==> src/vaxt_pkg.sv <==
// Shared constants, types and helpers of the vector ALU with matrix transform.
`timescale 1ns / 1ps

package vaxt_pkg;

   // Number format and port widths
   localparam int FRAC_BITS  = 16;
   localparam int WORD_WIDTH = 32;
   localparam int IO_W       = 32;
   localparam int FRAC_W     = 17;
   localparam int OP_W       = 3;

   // Datapath sizes
   localparam int NUM_LANES = 16;
   localparam int NUM_GRP   = 4;
   localparam int LANE_GRP  = NUM_LANES / NUM_GRP;
   localparam int OPND_W    = IO_W + 1;
   localparam int PRODF_W   = 2 * OPND_W;
   localparam int PROD_W    = PRODF_W - FRAC_BITS;
   localparam int SUM_W     = PROD_W + 3;

   // Configuration port
   localparam int NUM_REGS = 8;
   localparam int CSR_AW   = 6;
   localparam int CSR_DW   = 64;
   localparam int IDX_W    = 3;

   localparam logic [NUM_REGS-1:0][CSR_DW-1:0] REG_RESET = {
      64'h0001_0000_0000_0000,
      64'h0000_0000_0000_0000,
      64'h0000_0000_0001_0000,
      64'h0000_0000_0000_0000,
      64'h0000_0000_0000_0000,
      64'h0001_0000_0000_0000,
      64'h0000_0000_0000_0000,
      64'h0000_0000_0001_0000
   };

   // Saturation bounds of the result word
   localparam logic signed [SUM_W-1:0] SAT_HI =
      (SUM_W'(1) <<< (WORD_WIDTH - 1)) - SUM_W'(1);
   localparam logic signed [SUM_W-1:0] SAT_LO = ~SAT_HI;

   // Constant one, clipped to the word range when it does not fit
   localparam logic [63:0] ONE_RAW  = 64'd1 << FRAC_BITS;
   localparam logic [63:0] WMAX_RAW = (64'd1 << (WORD_WIDTH - 1)) - 64'd1;
   localparam logic [IO_W-1:0] ONE_OUT =
      IO_W'((ONE_RAW > WMAX_RAW) ? WMAX_RAW : ONE_RAW);

   typedef enum logic [OP_W-1:0] {
      OP_ADD   = 3'd0,
      OP_SUB   = 3'd1,
      OP_DOT   = 3'd2,
      OP_CROSS = 3'd3,
      OP_LERP  = 3'd4,
      OP_XFORM = 3'd5
   } opcode_type;

   typedef struct packed {
      logic valid;
      logic enable;
   } stage_ctl_type;

   typedef struct packed {
      logic [OP_W-1:0]           op;
      logic [3:0][IO_W-1:0]      a;
      logic [2:0][IO_W-1:0]      b;
      logic [FRAC_W-1:0]         frac;
   } item_type;

   // Matrix elements indexed [row][col]
   typedef logic [3:0][3:0][IO_W-1:0] matrix_type;

   typedef struct packed {
      logic [OP_W-1:0]                   op;
      logic [NUM_LANES-1:0][OPND_W-1:0]  lane_x;
      logic [NUM_LANES-1:0][OPND_W-1:0]  lane_y;
      logic [NUM_GRP-1:0][OPND_W-1:0]    addend;
   } opnd_type;

   typedef struct packed {
      logic [OP_W-1:0]                   op;
      logic [NUM_LANES-1:0][PROD_W-1:0]  prod;
      logic [NUM_GRP-1:0][OPND_W-1:0]    addend;
   } prod_type;

   typedef struct packed {
      logic [OP_W-1:0]                op;
      logic [NUM_GRP-1:0][SUM_W-1:0]  sum;
   } sum_type;

   typedef struct packed {
      logic [3:0][IO_W-1:0]  r;
      logic [IO_W-1:0]       scalar;
      logic                  overflow;
   } result_type;

   // Clamp a wide sum to the word range; top bit flags clipping
   function automatic logic [IO_W:0] sat_word(input logic signed [SUM_W-1:0] v);
      logic signed [SUM_W-1:0] c;
      logic                    clip;
      c    = v;
      clip = 1'b0;
      if (v > SAT_HI) begin
         c    = SAT_HI;
         clip = 1'b1;
      end else if (v < SAT_LO) begin
         c    = SAT_LO;
         clip = 1'b1;
      end
      return {clip, c[IO_W-1:0]};
   endfunction

endpackage

==> src/vaxt_acc.sv <==
// Accumulate stage: adds each lane group and its addend at full width.
`timescale 1ns / 1ps

module vaxt_acc (
   input  logic                    clock,
   input  logic                    reset,
   input  vaxt_pkg::stage_ctl_type ctl,
   input  vaxt_pkg::prod_type      prod,
   output logic                    out_valid,
   output vaxt_pkg::sum_type       sum
);
   import vaxt_pkg::*;

   logic                    valid_ff;
   sum_type                 sum_ff;
   sum_type                 sum_in;
   logic                    neg_second;
   logic signed [SUM_W-1:0] term [NUM_GRP][LANE_GRP];

   // Cross product subtracts the second lane of each group
   assign neg_second = (prod.op == OP_CROSS);

   always_comb begin
      sum_in    = '0;
      sum_in.op = prod.op;
      for (int j = 0; j < NUM_GRP; j++) begin
         for (int i = 0; i < LANE_GRP; i++) begin
            term[j][i] = SUM_W'($signed(prod.prod[LANE_GRP*j + i]));
         end
         if (neg_second) begin
            term[j][1] = -term[j][1];
         end
         sum_in.sum[j] = SUM_W'($signed(prod.addend[j]))
                       + term[j][0] + term[j][1] + term[j][2] + term[j][3];
      end
   end

   // Advance the stage
   always_ff @(posedge clock) begin
      if (reset) begin
         valid_ff <= 1'b0;
      end else if (ctl.enable) begin
         valid_ff <= ctl.valid;
      end
   end

   always_ff @(posedge clock) begin
      if (ctl.enable && ctl.valid) begin
         sum_ff <= sum_in;
      end
   end

   assign out_valid = valid_ff;
   assign sum       = sum_ff;

endmodule

==> config.mk <==
export PLATFORM = sky130hd
export DESIGN_NAME = vaxt_acc
export DESIGN_NICKNAME = d
export VERILOG_FILES = /design/src/vaxt_pkg.sv /design/src/vaxt_acc.sv
export SDC_FILE = /design/constraint.sdc
export NUM_CORES = 2
export LEC_CHECK = 0
export ABC_CLOCK_PERIOD_IN_PS = 5600
export BUFFER_PORTS_ARGS = -buffer_cell sky130_fd_sc_hd__buf_2
export CORE_AREA = 2 2 445 447
export DETAILED_ROUTE_END_ITERATION = 8
export DIE_AREA = 0 0 447 449
export MAX_ROUTING_LAYER = met4
export SLEW_MARGIN = 20
export SYNTH_ARGS = -nofsm -noshare
export SYNTH_HDL_FRONTEND = slang
export SYNTH_SLANG_ARGS = --single-unit
==> constraint.sdc <==
create_clock -name clock -period 5.6 [get_ports clock]
set_clock_uncertainty 0.05 [all_clocks]
set_input_delay 0.56 -clock clock [delete_from_list [all_inputs] [get_ports clock]]
set_output_delay 0.56 -clock clock [all_outputs]
set_load 0.05 [all_outputs]
==> flow_summary.toml <==
[outcome]
outcome = "complete, no violations"

[worst_setup_path]
worstPathMaxFanout = 4
cp_top_family = "adder cells"
worstPathCellList = "buf_2 > fa_1 > fa_1 > buf_12 > inv_1 > fa_1 > inv_1 > ha_1 > fa_1 > a21oi_1 > o22ai_1 > a221oi_1 > nor4bb_2 > o2111ai_1 > buf_4 > nand3_1 > a31oi_1 > buf_4 > o211ai_1 > xor2_1 > buf_4"
start_kind = "input port"
crit_top_cell = "fa_1"
rr_worst_depth = 2
critPathKind = "input port to flip-flop"
slowest_delay_ns = 0.57
critPathBufInv = 7
crit_start = "prod[34]"
reg2reg_from = "out_valid"
end_kind = "flip-flop"
worst_path_max_delay_cell = "fa_1"
cp.required_ns = 5.92
worst_ep_arrival_time_ns = 5.70
cp_num_cells = 21

[floorplan]
core_area_mm2 = 0.196
die_x_um = 447
pin_count = 1155
die_area_mm2 = 0.201
start_util = 0.205
die_y_um = 449
std_cell_rows = 163

[timing]
tns_ns = 0
final_hold_viol_count = 0
worstMarginPinSlew_ns = 0.884
setup_viol = 0
relSlewSlack = 0.411
rsz0062_at_grt = "false"
period_needed_ns = 5.38
final.period_utilization = 0.960
maxSlewViolCount = 0
max_freq_mhz = 186

[power]
irDropWorstVdd_v = 0.000292
leakagePower_uw = 0.0296
p_total_uw = 29100
p_per_area_mw_per_mm2 = 529

[route]
vias = 37900
dr_wl_met3_um = 8020
avgViaCountPerCell = 4.18
top_layer = "met4"
routedWlPerCell_um = 20.9
ant_nets = 0
wl_met1_um = 75100
drc = 0
drt_wl_total_um = 190000
drt_iter0_markers = 2068
met2_wirelength_um = 99300
dr.pass1.iters = 5

[clock_network]
cts_buffers = 36
clock_sinks = 216
htreeDepth = 2
clockBufferDepth = 3
clk_pin_slew_ns = 0.06
worstSkewPairLatency_ns = 0.59
cts_tree = "done"
cts-root-buf = "clkbuf_16"

[finish]
layout_common_cells = "1656 x inv_1, 1154 x buf_2, 608 x fa_1"
utilization = 0.280
layout-drive-gt1-share = 0.290
nNetsFinal = 8129
syn_to_final_growth_pct = 37.0
final_common_cell = "inv_1"

[synthesis]
synth.distinct_cells = 84
synth_seq_area_share = 0.161
synthArstFlopShare = 0
synth_top_area_share = 0.303
syn_area_mm2 = 0.0401
syn_area_per_cell_um2 = 8.59
synthCells = 4675
yosysTopAreaCell = "fa_1"
synth_edf_count = 215
yosys_warnings = 0
synth_area_leaders = "fa_1 30%, edfxtp_1 16%, inv_1 15%"
synthesis.nets = 6442
synth-main-ff-cell = "edfxtp_1"
ys_ff_latch = 216

[worst_hold_path]
hold_path_class = "input port to flip-flop"
holdPathStages = 1
hold_path.startpoint = "prod[932]"

[job]
cap_violations = 0

[global_routing]
grt.total_usage = 0.191
grt_pass1_vias = 40100
antenna_found_initial = 88
grt_pass1_wl_um = 268000
grt_max_degree = 104
grt-ovfl-total = 0

[placement]
globalplace.congestion = 1.00
dp_hpwl_um = 172000
io_buffers = 1154
==> registers in the layout (all words and copies together), names as in the netlist <==
register	flops
out_valid	1
sum	215
==> metal layers <==
layer | track usage | vias to the layer above
met4 | 0.0709 | 0
met5 | - | -
li1 | - | 17800
met1 | 0.216 | 18700
met2 | 0.342 | 1159
met3 | 0.0216 | 249
==> path summary, 6_finish.rpt <==
check | slack, ns | endpoint
worst max register to register | 4.98 | out_valid
worst min register to register | 0.44 | out_valid
worst min-delay path | 0.11 | sum[212]
worst max-delay path | 0.22 | sum[96]
==> through the flow <==
stage          instances  area [µm²]  setup slack [ns]  hold WS [ns]
3_5_place_dp        8962       53500            -0.781         0.421
5_1_grt             9061       55000           0.00374        0.0533
2_1_floorplan       4675       40100             0.149         0.582
4_1_cts             9027       54800           0.00270        0.0321
3_3_place_gp        8962       53500            -0.696         0.417
6_report            9064       55000             0.223         0.105
==> kinds of logic (layout without fill, tap and decap cells) <==
group / after synthesis / after routing / share of synthesized area
xor+xnor: 389 / 389 / 0.0855
fa+ha+maj: 828 / 828 / 0.372
other cells: 0 / 37 / 0
mux: 6 / 6 / 0.00153
simple gates: 666 / 666 / 0.0846
buf+inv: 1742 / 3454 / 0.163
compound gates: 828 / 828 / 0.132
flops: 216 / 216 / 0.161
==> cell usage after synthesis (all sizes together) (41+ instances only) <==
cell type     n
nand4        44
fa          608
clkbuf       79
edfxtp      215
o31ai        41
inv        1656
nor2        165
nand2       159
xnor2       217
a21o        139
a21oi       265
xor2        172
o21ai       144
nor3         60
nand3        48
ha          220
==> cell type report <==
type                            count  area [µm²]
Sequential cell                   216        6480
Clock buffer                       41         941
Inverter                         1656        6220
Clock inverter                     22         318
Multi-Input combinational cell   2717       27300
Fill cell                       21400      141000
Tap cell                         2640        3300
Timing Repair Buffer             1735       10400
Antenna cell                       37        92.6
==> power by group <==
| group | total [µW] | switching [µW] | internal [µW] | leakage (µW) |
|---|---|---|---|---|
| sequential | 3810 | 478 | 3330 | 0.00203 |
| combinational | 22800 | 13600 | 9150 | 0.0270 |
| clock | 2540 | 1000 | 1540 | 0.000600 |
==> repair_timing <==
item / 4_1_cts / 5_1_grt
hold buffers: 1 / 0
endpoints found under the setup margin: 3 / 20
resized for setup: 1 / 22
cloned: 0 / 0
pin swaps: 1 / 1
setup buffers: 1 / 0
endpoints found under the hold margin: 1 / 0
Power figures use the tool's default switching activity.
