File: config.mk
export PLATFORM = sky130hd
export DESIGN_NAME = vaxt_sat
export DESIGN_NICKNAME = d
export VERILOG_FILES = /design/src/vaxt_pkg.sv /design/src/vaxt_sat.sv
export SDC_FILE = /design/constraint.sdc
export NUM_CORES = 1
export LEC_CHECK = 0
export BUFFER_PORTS_ARGS = -buffer_cell sky130_fd_sc_hd__buf_2
export CAP_MARGIN = 30
export CORE_AREA = 2 2 147 149
export DETAILED_ROUTE_END_ITERATION = 16
export DIE_AREA = 0 0 149 151
export PLACE_DENSITY_LB_ADDON = 0.2
export SYNTH_ARGS = -nofsm -noshare
export SYNTH_HDL_FRONTEND = slang
export SYNTH_SLANG_ARGS = --single-unit
export TNS_END_PERCENT = 30
File: constraint.sdc
create_clock -name clock -period 4.95 [get_ports clock]
set_input_delay 0.99 -clock clock [delete_from_list [all_inputs] [get_ports clock]]
set_output_delay 0.99 -clock clock [all_outputs]
set_load 0.01 [all_outputs]
File: src/vaxt_pkg.sv
// Shared constants, types and helpers of the vector ALU with matrix transform.
`timescale 1ns / 1ps

package vaxt_pkg;

   // Number format and port widths
   localparam int FRAC_BITS  = 16;
   localparam int WORD_WIDTH = 32;
   localparam int IO_W       = 32;
   localparam int FRAC_W     = 17;
   localparam int OP_W       = 3;

   // Datapath sizes
   localparam int NUM_LANES = 16;
   localparam int NUM_GRP   = 4;
   localparam int LANE_GRP  = NUM_LANES / NUM_GRP;
   localparam int OPND_W    = IO_W + 1;
   localparam int PRODF_W   = 2 * OPND_W;
   localparam int PROD_W    = PRODF_W - FRAC_BITS;
   localparam int SUM_W     = PROD_W + 3;

   // Configuration port
   localparam int NUM_REGS = 8;
   localparam int CSR_AW   = 6;
   localparam int CSR_DW   = 64;
   localparam int IDX_W    = 3;

   localparam logic [NUM_REGS-1:0][CSR_DW-1:0] REG_RESET = {
      64'h0001_0000_0000_0000,
      64'h0000_0000_0000_0000,
      64'h0000_0000_0001_0000,
      64'h0000_0000_0000_0000,
      64'h0000_0000_0000_0000,
      64'h0001_0000_0000_0000,
      64'h0000_0000_0000_0000,
      64'h0000_0000_0001_0000
   };

   // Saturation bounds of the result word
   localparam logic signed [SUM_W-1:0] SAT_HI =
      (SUM_W'(1) <<< (WORD_WIDTH - 1)) - SUM_W'(1);
   localparam logic signed [SUM_W-1:0] SAT_LO = ~SAT_HI;

   // Constant one, clipped to the word range when it does not fit
   localparam logic [63:0] ONE_RAW  = 64'd1 << FRAC_BITS;
   localparam logic [63:0] WMAX_RAW = (64'd1 << (WORD_WIDTH - 1)) - 64'd1;
   localparam logic [IO_W-1:0] ONE_OUT =
      IO_W'((ONE_RAW > WMAX_RAW) ? WMAX_RAW : ONE_RAW);

   typedef enum logic [OP_W-1:0] {
      OP_ADD   = 3'd0,
      OP_SUB   = 3'd1,
      OP_DOT   = 3'd2,
      OP_CROSS = 3'd3,
      OP_LERP  = 3'd4,
      OP_XFORM = 3'd5
   } opcode_type;

   typedef struct packed {
      logic valid;
      logic enable;
   } stage_ctl_type;

   typedef struct packed {
      logic [OP_W-1:0]           op;
      logic [3:0][IO_W-1:0]      a;
      logic [2:0][IO_W-1:0]      b;
      logic [FRAC_W-1:0]         frac;
   } item_type;

   // Matrix elements indexed [row][col]
   typedef logic [3:0][3:0][IO_W-1:0] matrix_type;

   typedef struct packed {
      logic [OP_W-1:0]                   op;
      logic [NUM_LANES-1:0][OPND_W-1:0]  lane_x;
      logic [NUM_LANES-1:0][OPND_W-1:0]  lane_y;
      logic [NUM_GRP-1:0][OPND_W-1:0]    addend;
   } opnd_type;

   typedef struct packed {
      logic [OP_W-1:0]                   op;
      logic [NUM_LANES-1:0][PROD_W-1:0]  prod;
      logic [NUM_GRP-1:0][OPND_W-1:0]    addend;
   } prod_type;

   typedef struct packed {
      logic [OP_W-1:0]                op;
      logic [NUM_GRP-1:0][SUM_W-1:0]  sum;
   } sum_type;

   typedef struct packed {
      logic [3:0][IO_W-1:0]  r;
      logic [IO_W-1:0]       scalar;
      logic                  overflow;
   } result_type;

   // Clamp a wide sum to the word range; top bit flags clipping
   function automatic logic [IO_W:0] sat_word(input logic signed [SUM_W-1:0] v);
      logic signed [SUM_W-1:0] c;
      logic                    clip;
      c    = v;
      clip = 1'b0;
      if (v > SAT_HI) begin
         c    = SAT_HI;
         clip = 1'b1;
      end else if (v < SAT_LO) begin
         c    = SAT_LO;
         clip = 1'b1;
      end
      return {clip, c[IO_W-1:0]};
   endfunction

endpackage

File: src/vaxt_sat.sv
// Output stage: saturates the group sums and assembles the result beat.
`timescale 1ns / 1ps

module vaxt_sat (
   input  logic                    clock,
   input  logic                    reset,
   input  vaxt_pkg::stage_ctl_type ctl,
   input  vaxt_pkg::sum_type       sum,
   output logic                    out_valid,
   output vaxt_pkg::result_type    result
);
   import vaxt_pkg::*;

   logic                     valid_ff;
   result_type               result_ff;
   result_type               result_in;
   logic [NUM_GRP-1:0][IO_W:0] clamp;

   always_comb begin
      for (int j = 0; j < NUM_GRP; j++) begin
         clamp[j] = sat_word($signed(sum.sum[j]));
      end
   end

   // Pick the result fields by opcode
   always_comb begin
      result_in = '0;
      case (sum.op)
         OP_ADD, OP_SUB, OP_CROSS, OP_LERP: begin
            for (int j = 0; j < 3; j++) begin
               result_in.r[j] = clamp[j][IO_W-1:0];
            end
            result_in.r[3]     = ONE_OUT;
            result_in.overflow = clamp[0][IO_W] | clamp[1][IO_W] | clamp[2][IO_W];
         end
         OP_DOT: begin
            result_in.scalar   = clamp[0][IO_W-1:0];
            result_in.overflow = clamp[0][IO_W];
         end
         OP_XFORM: begin
            for (int j = 0; j < NUM_GRP; j++) begin
               result_in.r[j] = clamp[j][IO_W-1:0];
            end
            result_in.overflow = clamp[0][IO_W] | clamp[1][IO_W]
                               | clamp[2][IO_W] | clamp[3][IO_W];
         end
         default: begin
            result_in = '0;
         end
      endcase
   end

   // Hold the result until the beat is taken
   always_ff @(posedge clock) begin
      if (reset) begin
         valid_ff <= 1'b0;
      end else if (ctl.enable) begin
         valid_ff <= ctl.valid;
      end
   end

   always_ff @(posedge clock) begin
      if (ctl.enable && ctl.valid) begin
         result_ff <= result_in;
      end
   end

   assign out_valid = valid_ff;
   assign result    = result_ff;

endmodule

==> impl_metrics.py <==
metrics = {
    "outcome": {
        "status": "completed",
    },
    "setup_path": {
        "critPathMaxFanout": 32,
        "crit_chain": "buf_2, or4_1, nor4_1, or2_2, a21oi_1",
        "crit_required_ns": 5.08,
        "max_stage_delay_ns": 0.63,
        "path_class": "in -> reg",
        "start_kind": "input port",
        "cpMaxStageDelayCell": "or2_2",
        "regToRegStartpoint": "out_valid",
        "critPathCaptureType": "flip-flop",
        "r2r_cells": 2,
        "crit_start": "sum[153]",
        "crit_arrival_ns": 2.92,
    },
    "global_routing": {
        "overflow": 0,
        "grt_first_pass_wirelength_um": 30700,
        "antenna_found_initial": 0,
        "grt_util_all_layers": 0.180,
        "grt_max_degree": 69,
        "grt_pass1_vias": 5636,
    },
    "logic_synthesis": {
        "syn_area_um2": 6910,
        "synthTopCellsByArea": "edfxtp_1 (70%), a21oi_1 (8.4%), nor2_1 (5.4%), nand2_1 (3.7%), nor4_1 (1.9%)",
        "synth_flop_cell": "edfxtp_1",
        "netlist.area_leader.share": 0.699,
        "yosysMostFrequentCell": "edfxtp_1",
        "synth_seq_cells": 162,
        "yosys_warnings": 0,
        "synth_edf_count": 161,
        "synth.top_cells.by_count": "edfxtp_1 (161), a21oi_1 (116), nor2_1 (100)",
        "syn_area_per_cell_um2": 12.0,
        "syn_inst": 575,
        "yosys.area.top_type": "edfxtp_1",
        "syn-num-nets": 794,
        "synth_cell_types": 34,
        "yosysSeqAreaShare": 0.702,
        "async_flop_share": 0,
    },
    "power": {
        "comb_power_share": 0.130,
        "seqPwrFrac": 0.491,
        "switchingPower_uw": 850,
        "internal_power_uw": 2490,
        "switching_share": 0.254,
        "p_clk_frac": 0.379,
        "power_density_nw_per_um2": 347,
        "power.leakage_uw": 0.00389,
        "ir_drop_mv": 0.210,
    },
    "sta": {
        "slew_headroom": 0.387,
        "setup_viol": 0,
        "finalHoldViolations": 0,
        "holdWs_ns": 0.510,
        "tns_ns": 0,
        "period_share": 0.563,
        "fmaxAchievable_mhz": 359,
        "timing.final.ws_setup_ns": 2.16,
        "worst_slew_pin_slew_ns": 0.920,
        "rsz0062_at_grt": "false",
        "final_max_slew_viol_count": 0,
        "finClkSkew_ns": 0,
        "fin_crit_ns": 2.79,
    },
    "layout": {
        "n_fill_cell": 2004,
        "fin_cells": 1232,
        "synthToLayoutAreaGrowth_pct": 39.5,
        "drive_gt1_frac": 0.460,
        "post-route-util": 0.463,
        "num-nets-final": 1162,
    },
    "worst_hold_path": {
        "min_path_cells": 2,
        "hold_class": "reg -> reg",
        "holdCritStartpoint": "out_valid",
    },
    "job": {
        "maxCapViolations": 0,
    },
    "drt": {
        "drc": 0,
        "vias": 5865,
        "wl_um": 21000,
        "firstDrtPassIters": 4,
        "antenna_left": 0,
        "drt_iter0_drc": 325,
        "routed_via_density": 4.76,
        "wl_per_cell_um": 17.1,
    },
    "clock_tree": {
        "clock_path_buffers": 2,
        "cts_hold_repair.buffers": 0,
        "clockRootBuffer": "clkbuf_16",
        "cts_tree": "done",
        "clk_latency_ns": 0.41,
        "clock_sinks": 162,
        "postCtsSetupBuffers": 0,
        "h-tree-depth": 4,
        "cts_resized": 0,
        "clk_pin_slew_ns": 0.06,
        "cts_buffers": 17,
    },
    "die": {
        "dieHeight_um": 151,
        "row_count": 53,
        "start_util": 0.332,
        "core_area_um2": 20800,
        "ios": 381,
        "die_w_um": 149,
        "die_area_um2": 22500,
    },
    "place": {
        "portBuffers": 380,
        "gp_congestion": 0.768,
        "dpl.cell_count": 1199,
        "dp_hpwl_um": 15100,
        "post-place-ws_ns": 1.65,
    },
}
==> power groups by stage <==
| stage | registers [uW] | clock network, uW | logic, uW |
|---|---|---|---|
| floorplan | 1730 | 0 | 147 |
| global placement | 1670 | 0 | 436 |
| detailed placement | 1670 | 0 | 441 |
| CTS | 1640 | 1300 | 442 |
| global route | 1650 | 1350 | 480 |
| finish | 1640 | 1270 | 435 |
==> routing by layer <==
metal,wire length (um),GRT usage
met3,1820,0.0530
met1,8120,0.217
met5,0,0
met2,10600,0.302
met4,513,0.0724
==> per-stage QoR <==
| step | total power, uW | area, um2 |
|---|---|---|
| after detailed placement | 2110 | 9080 |
| after global routing | 3480 | 9640 |
| after global placement | 2100 | 9050 |
| after CTS | 3380 | 9640 |
| final | 3340 | 9640 |
| after floorplan | 1870 | 6910 |
==> critical path: cells and delay by family <==
kind,cells,cell delay [ns]
compound gates,1,0.16
buf+inv,1,0.10
simple gates,3,1.67
==> cells in the final DEF, fill, tap and decap left out, types with 2 or more instances in the layout <==
cell type	n
inv_6	5
o31ai_4	2
clkbuf_16	17
edfxtp_1	161
inv_1	4
or4_1	3
nand2_1	68
nand4_1	18
buf_4	8
nand3_1	4
clkinv_2	4
a21oi_1	116
a21oi_2	8
nand2b_1	2
buf_2	380
and4_1	2
and2_1	2
buf_12	2
and3_1	4
nor4_1	21
nor2b_1	2
clkinvlp_4	3
nor2_1	100
and2_4	2
==> final cells by class <==
class                      count  area [um2]  area share
sequential                   162        4850       0.504
timing repair buffer         391        2020       0.209
multi-input combinational    367        1850       0.192
clock buffer                  18         429      0.0445
tap                          275         344      0.0357
clock inverter                14         128      0.0132
inverter                       4        15.0     0.00156
antenna                        1        2.50    0.000260
==> path summary, 6_finish.rpt <==
check                      to  slack, ns
hold / removal      out_valid       0.51
setup reg to reg    out_valid       4.37
setup / recovery  result[126]       2.16
hold reg to reg     out_valid       0.51
==> flip-flops by register name, indices dropped and copies added (netlist names) <==
name       count
out_valid      1
result       161
==> logic make-up (layout without fill, tap and decap cells) <==
| group | count (synthesis) | after routing | synth area share |
|---|---|---|---|
| AO/OA/AOI/OAI | 136 | 136 | 0.113 |
| AND/OR/NAND/NOR | 231 | 231 | 0.150 |
| other | 0 | 1 | 0 |
| flip-flops | 162 | 162 | 0.702 |
| buffers and inverters | 46 | 427 | 0.0353 |
No activity file was read; power rests on OpenSTA's default activity.
