==> src/vaxt_pkg.sv <==
// Shared constants, types and helpers of the vector ALU with matrix transform.
`timescale 1ns / 1ps

package vaxt_pkg;

   // Number format and port widths
   localparam int FRAC_BITS  = 16;
   localparam int WORD_WIDTH = 32;
   localparam int IO_W       = 32;
   localparam int FRAC_W     = 17;
   localparam int OP_W       = 3;

   // Datapath sizes
   localparam int NUM_LANES = 16;
   localparam int NUM_GRP   = 4;
   localparam int LANE_GRP  = NUM_LANES / NUM_GRP;
   localparam int OPND_W    = IO_W + 1;
   localparam int PRODF_W   = 2 * OPND_W;
   localparam int PROD_W    = PRODF_W - FRAC_BITS;
   localparam int SUM_W     = PROD_W + 3;

   // Configuration port
   localparam int NUM_REGS = 8;
   localparam int CSR_AW   = 6;
   localparam int CSR_DW   = 64;
   localparam int IDX_W    = 3;

   localparam logic [NUM_REGS-1:0][CSR_DW-1:0] REG_RESET = {
      64'h0001_0000_0000_0000,
      64'h0000_0000_0000_0000,
      64'h0000_0000_0001_0000,
      64'h0000_0000_0000_0000,
      64'h0000_0000_0000_0000,
      64'h0001_0000_0000_0000,
      64'h0000_0000_0000_0000,
      64'h0000_0000_0001_0000
   };

   // Saturation bounds of the result word
   localparam logic signed [SUM_W-1:0] SAT_HI =
      (SUM_W'(1) <<< (WORD_WIDTH - 1)) - SUM_W'(1);
   localparam logic signed [SUM_W-1:0] SAT_LO = ~SAT_HI;

   // Constant one, clipped to the word range when it does not fit
   localparam logic [63:0] ONE_RAW  = 64'd1 << FRAC_BITS;
   localparam logic [63:0] WMAX_RAW = (64'd1 << (WORD_WIDTH - 1)) - 64'd1;
   localparam logic [IO_W-1:0] ONE_OUT =
      IO_W'((ONE_RAW > WMAX_RAW) ? WMAX_RAW : ONE_RAW);

   typedef enum logic [OP_W-1:0] {
      OP_ADD   = 3'd0,
      OP_SUB   = 3'd1,
      OP_DOT   = 3'd2,
      OP_CROSS = 3'd3,
      OP_LERP  = 3'd4,
      OP_XFORM = 3'd5
   } opcode_type;

   typedef struct packed {
      logic valid;
      logic enable;
   } stage_ctl_type;

   typedef struct packed {
      logic [OP_W-1:0]           op;
      logic [3:0][IO_W-1:0]      a;
      logic [2:0][IO_W-1:0]      b;
      logic [FRAC_W-1:0]         frac;
   } item_type;

   // Matrix elements indexed [row][col]
   typedef logic [3:0][3:0][IO_W-1:0] matrix_type;

   typedef struct packed {
      logic [OP_W-1:0]                   op;
      logic [NUM_LANES-1:0][OPND_W-1:0]  lane_x;
      logic [NUM_LANES-1:0][OPND_W-1:0]  lane_y;
      logic [NUM_GRP-1:0][OPND_W-1:0]    addend;
   } opnd_type;

   typedef struct packed {
      logic [OP_W-1:0]                   op;
      logic [NUM_LANES-1:0][PROD_W-1:0]  prod;
      logic [NUM_GRP-1:0][OPND_W-1:0]    addend;
   } prod_type;

   typedef struct packed {
      logic [OP_W-1:0]                op;
      logic [NUM_GRP-1:0][SUM_W-1:0]  sum;
   } sum_type;

   typedef struct packed {
      logic [3:0][IO_W-1:0]  r;
      logic [IO_W-1:0]       scalar;
      logic                  overflow;
   } result_type;

   // Clamp a wide sum to the word range; top bit flags clipping
   function automatic logic [IO_W:0] sat_word(input logic signed [SUM_W-1:0] v);
      logic signed [SUM_W-1:0] c;
      logic                    clip;
      c    = v;
      clip = 1'b0;
      if (v > SAT_HI) begin
         c    = SAT_HI;
         clip = 1'b1;
      end else if (v < SAT_LO) begin
         c    = SAT_LO;
         clip = 1'b1;
      end
      return {clip, c[IO_W-1:0]};
   endfunction

endpackage

==> src/vaxt_csr.sv <==
// Matrix register file behind the APB-style configuration port.
`timescale 1ns / 1ps

module vaxt_csr (
   input  logic                        clock,
   input  logic                        reset,
   input  logic                        psel,
   input  logic                        penable,
   input  logic                        pwrite,
   input  logic [vaxt_pkg::CSR_AW-1:0] paddr,
   input  logic [vaxt_pkg::CSR_DW-1:0] pwdata,
   output logic [vaxt_pkg::CSR_DW-1:0] prdata,
   output logic                        pready,
   output vaxt_pkg::matrix_type        matrix
);
   import vaxt_pkg::*;

   logic [NUM_REGS-1:0][CSR_DW-1:0] regs_ff;
   logic [IDX_W-1:0]                idx;

   assign idx    = paddr[CSR_AW-1:CSR_AW-IDX_W];
   assign pready = 1'b1;
   assign prdata = regs_ff[idx];

   // Write on the access beat
   always_ff @(posedge clock) begin
      if (reset) begin
         regs_ff <= REG_RESET;
      end else if (psel && penable && pwrite) begin
         regs_ff[idx] <= pwdata;
      end
   end

   // Unpack the registers into matrix elements
   for (genvar r = 0; r < 4; r++) begin : g_row
      for (genvar c = 0; c < 4; c++) begin : g_col
         assign matrix[r][c] = regs_ff[2*r + c/2][IO_W*(c%2) +: IO_W];
      end
   end

endmodule

==> config.mk <==
export PLATFORM = sky130hd
export DESIGN_NAME = vaxt_csr
export DESIGN_NICKNAME = d
export VERILOG_FILES = /design/src/vaxt_pkg.sv /design/src/vaxt_csr.sv
export SDC_FILE = /design/constraint.sdc
export NUM_CORES = 1
export LEC_CHECK = 0
export ABC_AREA = 1
export ABC_CLOCK_PERIOD_IN_PS = 1900
export BUFFER_PORTS_ARGS = -buffer_cell sky130_fd_sc_hd__buf_4
export CAP_MARGIN = 20
export CORE_ASPECT_RATIO = 0.7
export CORE_MARGIN = 2
export CORE_UTILIZATION = 35
export DETAILED_ROUTE_END_ITERATION = 8
export GPL_ROUTABILITY_DRIVEN = 1
export GPL_TIMING_DRIVEN = 0
export PLACE_DENSITY = 0.56
export SYNTH_ARGS = -nofsm -noshare
export SYNTH_HDL_FRONTEND = slang
export SYNTH_SLANG_ARGS = --single-unit
==> constraint.sdc <==
create_clock -name clock -period 1.9 [get_ports clock]
set_input_delay 0.095 -clock clock [delete_from_list [all_inputs] [get_ports clock]]
set_output_delay 0.095 -clock clock [all_outputs]
set_load 0.05 [all_outputs]
==> results of run 1 <==
-- stage by stage --
stage / area (µm²) / TNS [ns] / std cells / hold slack [ns]
finish: 34100 / 0 / 6070 / 0.0232
global route: 34100 / -0.0112 / 6069 / 0.0614
CTS: 34000 / 0 / 6069 / 0.00260
detailed placement: 31400 / -57.59 / 5899 / 0.392
global placement: 31300 / -125.48 / 5893 / 0.385
floorplan: 25200 / 0 / 4281 / 0.221
-- placed cells by master (no fill, tap or decap) --
| cell type | n |
|---|---|
| clkbuf_4 | 18 |
| buf_2 | 95 |
| inv_6 | 1 |
| dfxtp_4 | 2 |
| buf_4 | 693 |
| clkbuf_8 | 13 |
| buf_16 | 1 |
| nor2_1 | 1022 |
| bufinv_16 | 3 |
| nor2_4 | 7 |
| dfxtp_1 | 485 |
| nand3_2 | 1 |
| buf_1 | 23 |
| buf_6 | 16 |
| nand4_1 | 4 |
| nand2_2 | 4 |
| dfxtp_2 | 25 |
| inv_1 | 66 |
| clkbuf_2 | 20 |
| nand3_1 | 265 |
| dlygate4sd3_1 | 68 |
| clkbuf_1 | 82 |
| diode_2 | 1 |
| conb_1 | 1 |
| inv_2 | 4 |
| clkinv_4 | 2 |
| clkbuf_16 | 59 |
| nor2_2 | 5 |
| nand2_1 | 2097 |
| clkinv_2 | 12 |
| o21ai_0 | 4 |
| buf_8 | 5 |
-- critical path, cell delays in order --
cell and delay (ns):
buf_4 0.11, buf_4 0.21, buf_6 0.29, buf_2 0.33
nand2_1 0.08, nand2_1 0.07, nand2_1 0.05, nand2_1 0.07
nand2_1 0.06, nand2_1 0.20, buf_4 0.23
-- synth_stat cells, types with 4 or more instances --
master,n,area [µm²]
o21ai_0,4,20.0
inv_1,66,248
nor2_4,7,78.8
nor2_2,5,31.3
nand2_1,2101,7890
nand3_1,265,1330
inv_2,4,15.0
buf_1,28,105
buf_2,119,596
dfxtp_1,512,10200
nand4_1,4,25.0
buf_6,9,101
nor2_1,1022,3840
buf_4,45,338
clkbuf_1,88,330
-- layer usage --
layer  track usage  vias up
met2         0.508     1290
met1         0.463    13900
li1              -    14400
met4        0.0888        4
met3        0.0623      188
met5             0        -
-- logic make-up (layout without fill, tap and decap cells) --
group,after synthesis,after routing
other,1,2
buffers and inverters,359,1181
AO/OA/AOI/OAI,4,4
flip-flops,512,512
AND/OR/NAND/NOR,3405,3405
-- power groups by stage --
stage	Combinational [mW]	Clock [mW]	Sequential, mW
finish	3.22	11.5	11.0
global route	3.42	12.0	11.0
floorplan	1.35	0	11.7
CTS	3.17	11.6	11.0
detailed placement	3.05	0	11.3
global placement	3.02	0	11.3
-- worst max-delay path by stage --
| stage | slack, ns | depth (start not counted) | to |
|---|---|---|---|
| final | 0.0004 | 11 | prdata[50] |
| after global routing | -0.009 | 7 | prdata[17] |
| after CTS | 0.006 | 7 | prdata[11] |
| after detailed placement | -0.53 | 6 | prdata[52] |
| after global placement | -0.77 | 6 | prdata[17] |
| after floorplan | 0.51 | 6 | prdata[30] |
-- what timing repair did --
action	in CTS	in global routing
pin swaps	0	0
endpoints found under the hold margin	494	0
gates resized for setup	35	60
hold buffers	68	0
setup endpoints to repair	64	46
-- final cells by class --
| cell class | count | area, µm² | area share |
|---|---|---|---|
| clock inverters | 18 | 176 | 0.00517 |
| plain buffers | 287 | 1570 | 0.0461 |
| well taps | 966 | 1210 | 0.0355 |
| repair buffers | 720 | 5650 | 0.166 |
| clock buffers | 86 | 1710 | 0.0501 |
| multi-input cells | 3410 | 13200 | 0.388 |
| diodes | 1 | 2.50 | 0.0000734 |
| flip-flops and latches | 512 | 10300 | 0.302 |
| inverters | 70 | 263 | 0.00771 |
==> flow_metrics.tcl, run 1 <==
set metrics [dict create \
    grt_usage 0.327 \
    drc 0 \
    finalPower_mw 25.7 \
    power_density_nw_per_um2 755 \
    hold_depth 5 \
    end_kind "primary output" \
    skew_ns 0 \
    finalSetupViolCount 0 \
    critPathArrivalTime_ns 1.80 \
    cp-start-kind "input pin" \
    hpwl_mm 96.4 \
    combPwrFrac 0.125 \
    power_leakage_nw 17.3 \
    place_worst_setup_slack_ns -0.534 \
    area_growth_pct 35.3 \
    r2r_end "matrix[496]" \
    cts_setup_buffers 0 \
    numPortBuffers 646 \
    synth-xor-area-share 0 \
    reg2reg_depth 3 \
    max_slew.worst_pin.slew_ns 1.09 \
    path_class "in -> out" \
    drive_above_1_share 0.193 \
    critPathLaunch "paddr[3]" \
    fin_nets 5133 \
    fp.dieW_um 325 \
    ant_nets 0 \
    synth-compound-area-share 0.000794 \
    grt_pass1_wl_mm 183 \
    syn_inst 4281 \
    ys_types 17 \
    max_slew_margin 0.272 \
    rrSetupSlack_ns 0.68 \
    drt_iter0_markers 2910 \
    synth-seq-cells 512 \
    p_clk_frac 0.447 \
    dr_wl_met2_mm 55.4 \
    h-tree-depth 2 \
    ir_drop_v 0.000504 \
    place_congestion 0.925 \
    muxShareOfSynthArea 0 \
    maxCapViolCount 0 \
    required_ns 1.80 \
    wl_mm 127 \
    grt_antenna_before_repair 9 \
    p_int_mw 18.3 \
    clock_sinks 512 \
    largest_reg_flops 512 \
    fin_ws_ns 0.000446 \
    start_util 0.353 \
    swShare 0.288 \
    netlist_area_um2 25200 \
    synth-edff-count 0 \
    grt_pass1_vias 26100 \
    vias_per_cell 4.92 \
    synth-simple-area-share 0.524 \
    ys_warn_count 0 \
    hold_viol 0 \
    rsz0062_at_grt "yes" \
    root_buffer "clkbuf_16" \
    fmax_mhz 526 \
    ys_seq_area_frac 0.407 \
    r2r-start "matrix[496]" \
    period_needed_ns 1.90 \
    power.share.sequential 0.428 \
    syn_nets 4356 \
    fin_crit_sh 1.00 \
    core-area_um2 71400 \
    status "finished, final reports clean" \
    die_area_um2 74200 \
    top_layer "met5" \
    holdPathEnd "matrix[16]" \
    dr.pass1.iters 6 \
    path_clk_slew_ns 0.07 \
    hp-class "in -> reg" \
    ios 652 \
    synth_ff_type "dfxtp_1" \
    drv_slew 0 \
    post_drt_wl_per_cell_um 20.9 \
    async_flop_share 0 \
    route.met3.wl_mm 10.9 \
    grt_max_degree 20 \
    worstHoldStart "paddr[5]" \
    cts_tree "done" \
    power.switching_mw 7.42 \
    nFillCells 7860 \
    grt_overflow 0 \
    rows 82 \
    final_util 0.477 \
    clockBufferDepth 3 \
    cts_buffers 57 \
    vias 29800 \
    drt-met1-wl_mm 57.1 \
    cp_max_fo 10 \
    synth_top_family_by_area "simple AND/OR/NAND/NOR gates" \
    insertion_delay_ns 0.63 \
    avgSynthCellArea_um2 5.89 \
    fp.dieH_um 229 \
    yosys.area_share.adder 0 \
]
No activity file was read; power rests on OpenSTA's default activity.
==> inputs of run 2 (changes only) <==
--- a/config.mk
+++ b/config.mk
@@ -9,13 +9,16 @@
 export ABC_CLOCK_PERIOD_IN_PS = 1900
 export BUFFER_PORTS_ARGS = -buffer_cell sky130_fd_sc_hd__buf_4
 export CAP_MARGIN = 20
-export CORE_ASPECT_RATIO = 0.7
+export CELL_PAD_IN_SITES_DETAIL_PLACEMENT = 1
+export CELL_PAD_IN_SITES_GLOBAL_PLACEMENT = 2
+export CORE_ASPECT_RATIO = 1.1
 export CORE_MARGIN = 2
-export CORE_UTILIZATION = 35
+export CORE_UTILIZATION = 29
+export CTS_CLUSTER_SIZE = 25
 export DETAILED_ROUTE_END_ITERATION = 8
 export GPL_ROUTABILITY_DRIVEN = 1
 export GPL_TIMING_DRIVEN = 0
-export PLACE_DENSITY = 0.56
+export PLACE_DENSITY = 0.85
 export SYNTH_ARGS = -nofsm -noshare
 export SYNTH_HDL_FRONTEND = slang
 export SYNTH_SLANG_ARGS = --single-unit
==> run 2 against run 1 <==
Global-route usage down 1.8 points; core utilization down 7.6 points; die area up 20%; clock power up 9.6%; flip-flop and latch count unchanged; design area up 1.5%; first-iteration DRC count down 40%; non-clock buffer count down 1.
==> flow_metrics.tcl, run 2 (same netlist as run 1, synthesis figures left out) <==
set metrics [dict create \
    grt_pass1_wl_mm 205 \
    path_clk_slew_ns 0.07 \
    clockBufferDepth 3 \
    met1_usage 0.379 \
    post_drt_wl_per_cell_um 22.8 \
    power_density_nw_per_um2 777 \
    critPathArrivalTime_ns 1.78 \
    finalSetupViolCount 0 \
    mostFrequentLayoutCell "nand2_1" \
    final_area_um2 34600 \
    status "finished, final reports clean" \
    ant_nets 0 \
    vias 30000 \
    h-tree-depth 2 \
    skew_ns 0 \
    core-area_um2 86200 \
    fmax_mhz 533 \
    numPortBuffers 646 \
    root_buffer "clkbuf_16" \
    cts_setup_buffers 0 \
    grt_max_degree 16 \
    fin_nets 5136 \
    place_area_um2 31600 \
    rsz0062_at_grt "yes" \
    cts_tree "done" \
    grt_pass1_vias 29800 \
    vias_per_cell 4.79 \
    fin_crit_sh 0.987 \
    power_leakage_nw 17.4 \
    place_congestion 0.892 \
    grt_util_met3 0.0563 \
    path_class "in -> out" \
    ir_drop_v 0.000657 \
    die_area_um2 89300 \
    cp-start-kind "input pin" \
    maxCapViolCount 0 \
    rows 113 \
    hp-class "in -> reg" \
    required_ns 1.80 \
    max_slew_margin 0.204 \
    finalPower_mw 26.9 \
    period_needed_ns 1.88 \
    grt_antenna_before_repair 7 \
    insertion_delay_ns 0.63 \
    cts_buffers 61 \
    whs_ns 0.0835 \
    fp.dieW_um 285 \
    wl_mm 143 \
    fp.dieH_um 313 \
    hpwl_mm 109 \
    drive_above_1_share 0.202 \
    grt_usage 0.309 \
    busiest_layer "met2" \
    hold_viol 0 \
    max_slew.worst_pin.slew_ns 1.19 \
    cp_max_fo 10 \
    gr-usage-met2 0.542 \
    grt_overflow 0 \
    start_util 0.292 \
    ios 652 \
    end_kind "primary output" \
    drv_slew 0 \
    dr.pass1.iters 7 \
    largest_reg_flops 512 \
    diodes 0 \
    final.setup.tns_ns 0 \
    area_growth_pct 37.3 \
    clock_sinks 512 \
    drt_iter0_markers 1747 \
    final_cell_mix "2,094 x nand2_1, 1,022 x nor2_1, 689 x buf_4, 461 x dfxtp_1, 265 x nand3_1" \
    drc 0 \
]
-- run 2: cell types whose count changed in the layout (fill, tap and decap cells not counted), sizes merged --
cell,delta
clkinvlp,+1
diode,-1
bufinv,+4
clkinv,+2
buf,+7
clkbuf,-7
-- run 2: where the power goes --
group | leakage (nW) | internal (mW) | switching [mW]
combinational | 12.3 | 0.874 | 2.43
clock | 1.03 | 7.38 | 5.20
sequential | 4.16 | 10.9 | 0.153
total | 17.4 | 19.1 | 7.78
-- run 2: through the flow --
stage	std cells	util	setup WS (ns)
2_1_floorplan	4281	-	0.510
3_3_place_gp	6077	0.365	-1.18
3_5_place_dp	6080	0.366	-0.629
4_1_cts	6260	0.399	0.00111
5_1_grt	6260	0.401	-0.0406
6_report	6260	0.401	0.0239
-- run 2: layout make-up --
type / count / area (µm²)
plain buffers: 289 / 1630
clock buffers: 87 / 1770
clock inverters: 25 / 314
fillers: 11500 / 51600
inverters: 70 / 263
multi-input cells: 3410 / 13200
flip-flops and latches: 512 / 10300
well taps: 1150 / 1440
repair buffers: 717 / 5640
-- run 2: path summary, 6_finish.rpt --
kind	from	slack (ns)	endpoint	cells after the start
max	paddr[5]	0.02	prdata[38]	6
min	reset	0.08	matrix[63]	5
max reg2reg	matrix[16]	0.61	matrix[16]	3
min reg2reg	matrix[320]	0.50	matrix[320]	2
-- run 2: worst max-delay path: stages --
cell and delay [ns]:
buf_4 0.15, clkbuf_2 0.46, clkbuf_1 0.51, nand2_1 0.19, nand2_1 0.15, buf_4 0.21
-- run 2: repair_timing --
action,CTS,global route
hold buffers,68,0
gates cloned,0,0
endpoints found under the hold margin,474,0
endpoints found under the setup margin,64,48
gates resized for setup,70,82
-- run 2: per-layer routing --
layer	up-vias	wire length, µm
li1	14500	-
met1	14500	60000
met2	827	69500
met3	225	8000
met4	6	5480
met5	-	39
==> inputs of run 3 (changes only) <==
--- a/config.mk
+++ b/config.mk
@@ -14,6 +14,7 @@
 export CORE_ASPECT_RATIO = 1.1
 export CORE_MARGIN = 2
 export CORE_UTILIZATION = 29
+export CTS_BUF_LIST = sky130_fd_sc_hd__clkbuf_16
 export CTS_CLUSTER_SIZE = 25
 export DETAILED_ROUTE_END_ITERATION = 8
 export GPL_ROUTABILITY_DRIVEN = 1
==> run 3 against run 2 <==
Routed wire length is essentially flat; fmax down 0.64%; sequential power barely moved; clock skew is the same; global-route usage about the same; power is 1.8% lower; register-to-register slack improved by 0.06 ns; clock power decreased by 4%; non-clock buffer count is 1 higher; critical path type unchanged; largest cell class unchanged.
==> flow_metrics.tcl, run 3 (same netlist as run 1, synthesis figures left out) <==
set metrics [dict create \
    slowest_delay_ns 0.51 \
    root_buffer "clkbuf_16" \
    final_cell_mix "2,094 x nand2_1, 1,022 x nor2_1, 691 x buf_4, 461 x dfxtp_1, 265 x nand3_1" \
    whs_ns 0.0683 \
    power_leakage_nw 17.5 \
    power_density_nw_per_um2 765 \
    cts_buffers 61 \
    cts_tree "done" \
    clockBufferDepth 3 \
    mostFrequentLayoutCell "nand2_1" \
    crit_slowest_cell "clkbuf_1" \
    cp_top_family "buffers and inverters" \
    dr.pass1.iters 5 \
    vias_per_cell 4.79 \
    clock_sinks 512 \
    critPathArrivalTime_ns 1.79 \
    rows 113 \
    hpwl_mm 109 \
    post_drt_wl_per_cell_um 22.8 \
    ios 652 \
    start_util 0.292 \
    place_congestion 0.892 \
    status "finished, final reports clean" \
    fin_nets 5137 \
    fin_ws_ns 0.0118 \
    holdPathEnd "matrix[52]" \
    worstHoldStart "reset" \
    cp-start-kind "input pin" \
    area_growth_pct 37.0 \
    vias 30000 \
    grt_overflow 0 \
    hold_depth 5 \
    grt_antenna_before_repair 7 \
    fp.dieW_um 285 \
    path_clk_slew_ns 0.06 \
    rsz0062_at_grt "yes" \
    wl_mm 143 \
    required_ns 1.80 \
    end_kind "primary output" \
    diodes 0 \
    finalSetupViolCount 0 \
    cp_max_fo 10 \
    ant_nets 0 \
    final_area_um2 34500 \
    final.setup.tns_ns 0 \
    numPortBuffers 646 \
    fmax_mhz 530 \
    die_area_um2 89300 \
    max_slew.worst_pin.slew_ns 1.18 \
    final_util 0.400 \
    grt_max_degree 16 \
    drive_above_1_share 0.200 \
    rrSetupSlack_ns 0.67 \
    drv_slew 0 \
    cts_setup_buffers 0 \
    place_area_um2 31600 \
    fin_crit_sh 0.994 \
    grt_pass1_vias 29800 \
    r2r_end "matrix[176]" \
    core-area_um2 86200 \
    r2r-start "matrix[176]" \
    place_worst_setup_slack_ns -0.629 \
    hold_viol 0 \
    max_slew_margin 0.213 \
    maxCapViolCount 0 \
    timing.critical_path.buf_inv 4 \
    drt_iter0_markers 1781 \
    grt_pass1_wl_mm 205 \
    reg2reg_depth 3 \
    largest_reg_flops 512 \
    insertion_delay_ns 0.63 \
    period_needed_ns 1.89 \
    grt_usage 0.309 \
    fp.dieH_um 313 \
    skew_ns 0 \
    ir_drop_v 0.000659 \
    drc 0 \
    hp-class "in -> reg" \
    h-tree-depth 2 \
    path_cells "buf_4, clkbuf_2, clkbuf_1, nand2_1, nand2_1, buf_4" \
    path_class "in -> out" \
]
run 3: layout make-up:
cell class	instances	area, µm²
Buffer	289	1630
Clock buffer	63	1580
Clock inverter	49	404
Fill cell	11500	51700
Inverter	70	263
Multi-Input combinational cell	3410	13200
Sequential cell	512	10300
Tap cell	1150	1440
Timing Repair Buffer	718	5650
run 3: stage by stage:
stage	total power, mW	std cells
floorplan	13.0	4281
global placement	14.4	6077
detailed placement	14.4	6080
CTS	26.6	6261
global route	27.2	6261
finish	26.4	6261
run 3: layer usage:
layer | wire [µm] | vias up | track usage
li1 | - | 14500 | -
met1 | 60000 | 14500 | 0.378
met2 | 69200 | 847 | 0.540
met3 | 8310 | 222 | 0.0576
met4 | 5430 | 6 | 0.107
met5 | 39 | - | 0
run 3: power by group:
part / total [mW] / leakage (nW) / internal (mW) / switching (mW)
clock network: 12.1 / 1.03 / 6.90 / 5.19
logic: 3.30 / 12.3 / 0.876 / 2.43
registers: 11.0 / 4.16 / 10.9 / 0.153
total: 26.4 / 17.5 / 18.6 / 7.77
run 3: worst max-delay path by stage:
stage                 from    endpoint  depth (start not counted)
4_1_cts        matrix[296]  prdata[40]                          7
3_5_place_dp      paddr[5]  prdata[53]                          6
6_report          paddr[5]  prdata[38]                          6
5_1_grt           paddr[5]  prdata[38]                          6
3_3_place_gp      paddr[5]   prdata[7]                          6
2_1_floorplan     paddr[5]  prdata[30]                          6
run 3: tightest hold or removal path, cell delays in order:
cell	delay (ns)
buf_4	0.11
inv_2	0.08
buf_1	0.25
nand2_1	0.13
nor2_1	0.03
run 3: repair_timing:
item,4_1_cts,5_1_grt
hold buffers,69,0
gates resized for setup,70,85
setup endpoints to repair,64,48
cloned,0,0
hold endpoints to repair,473,0
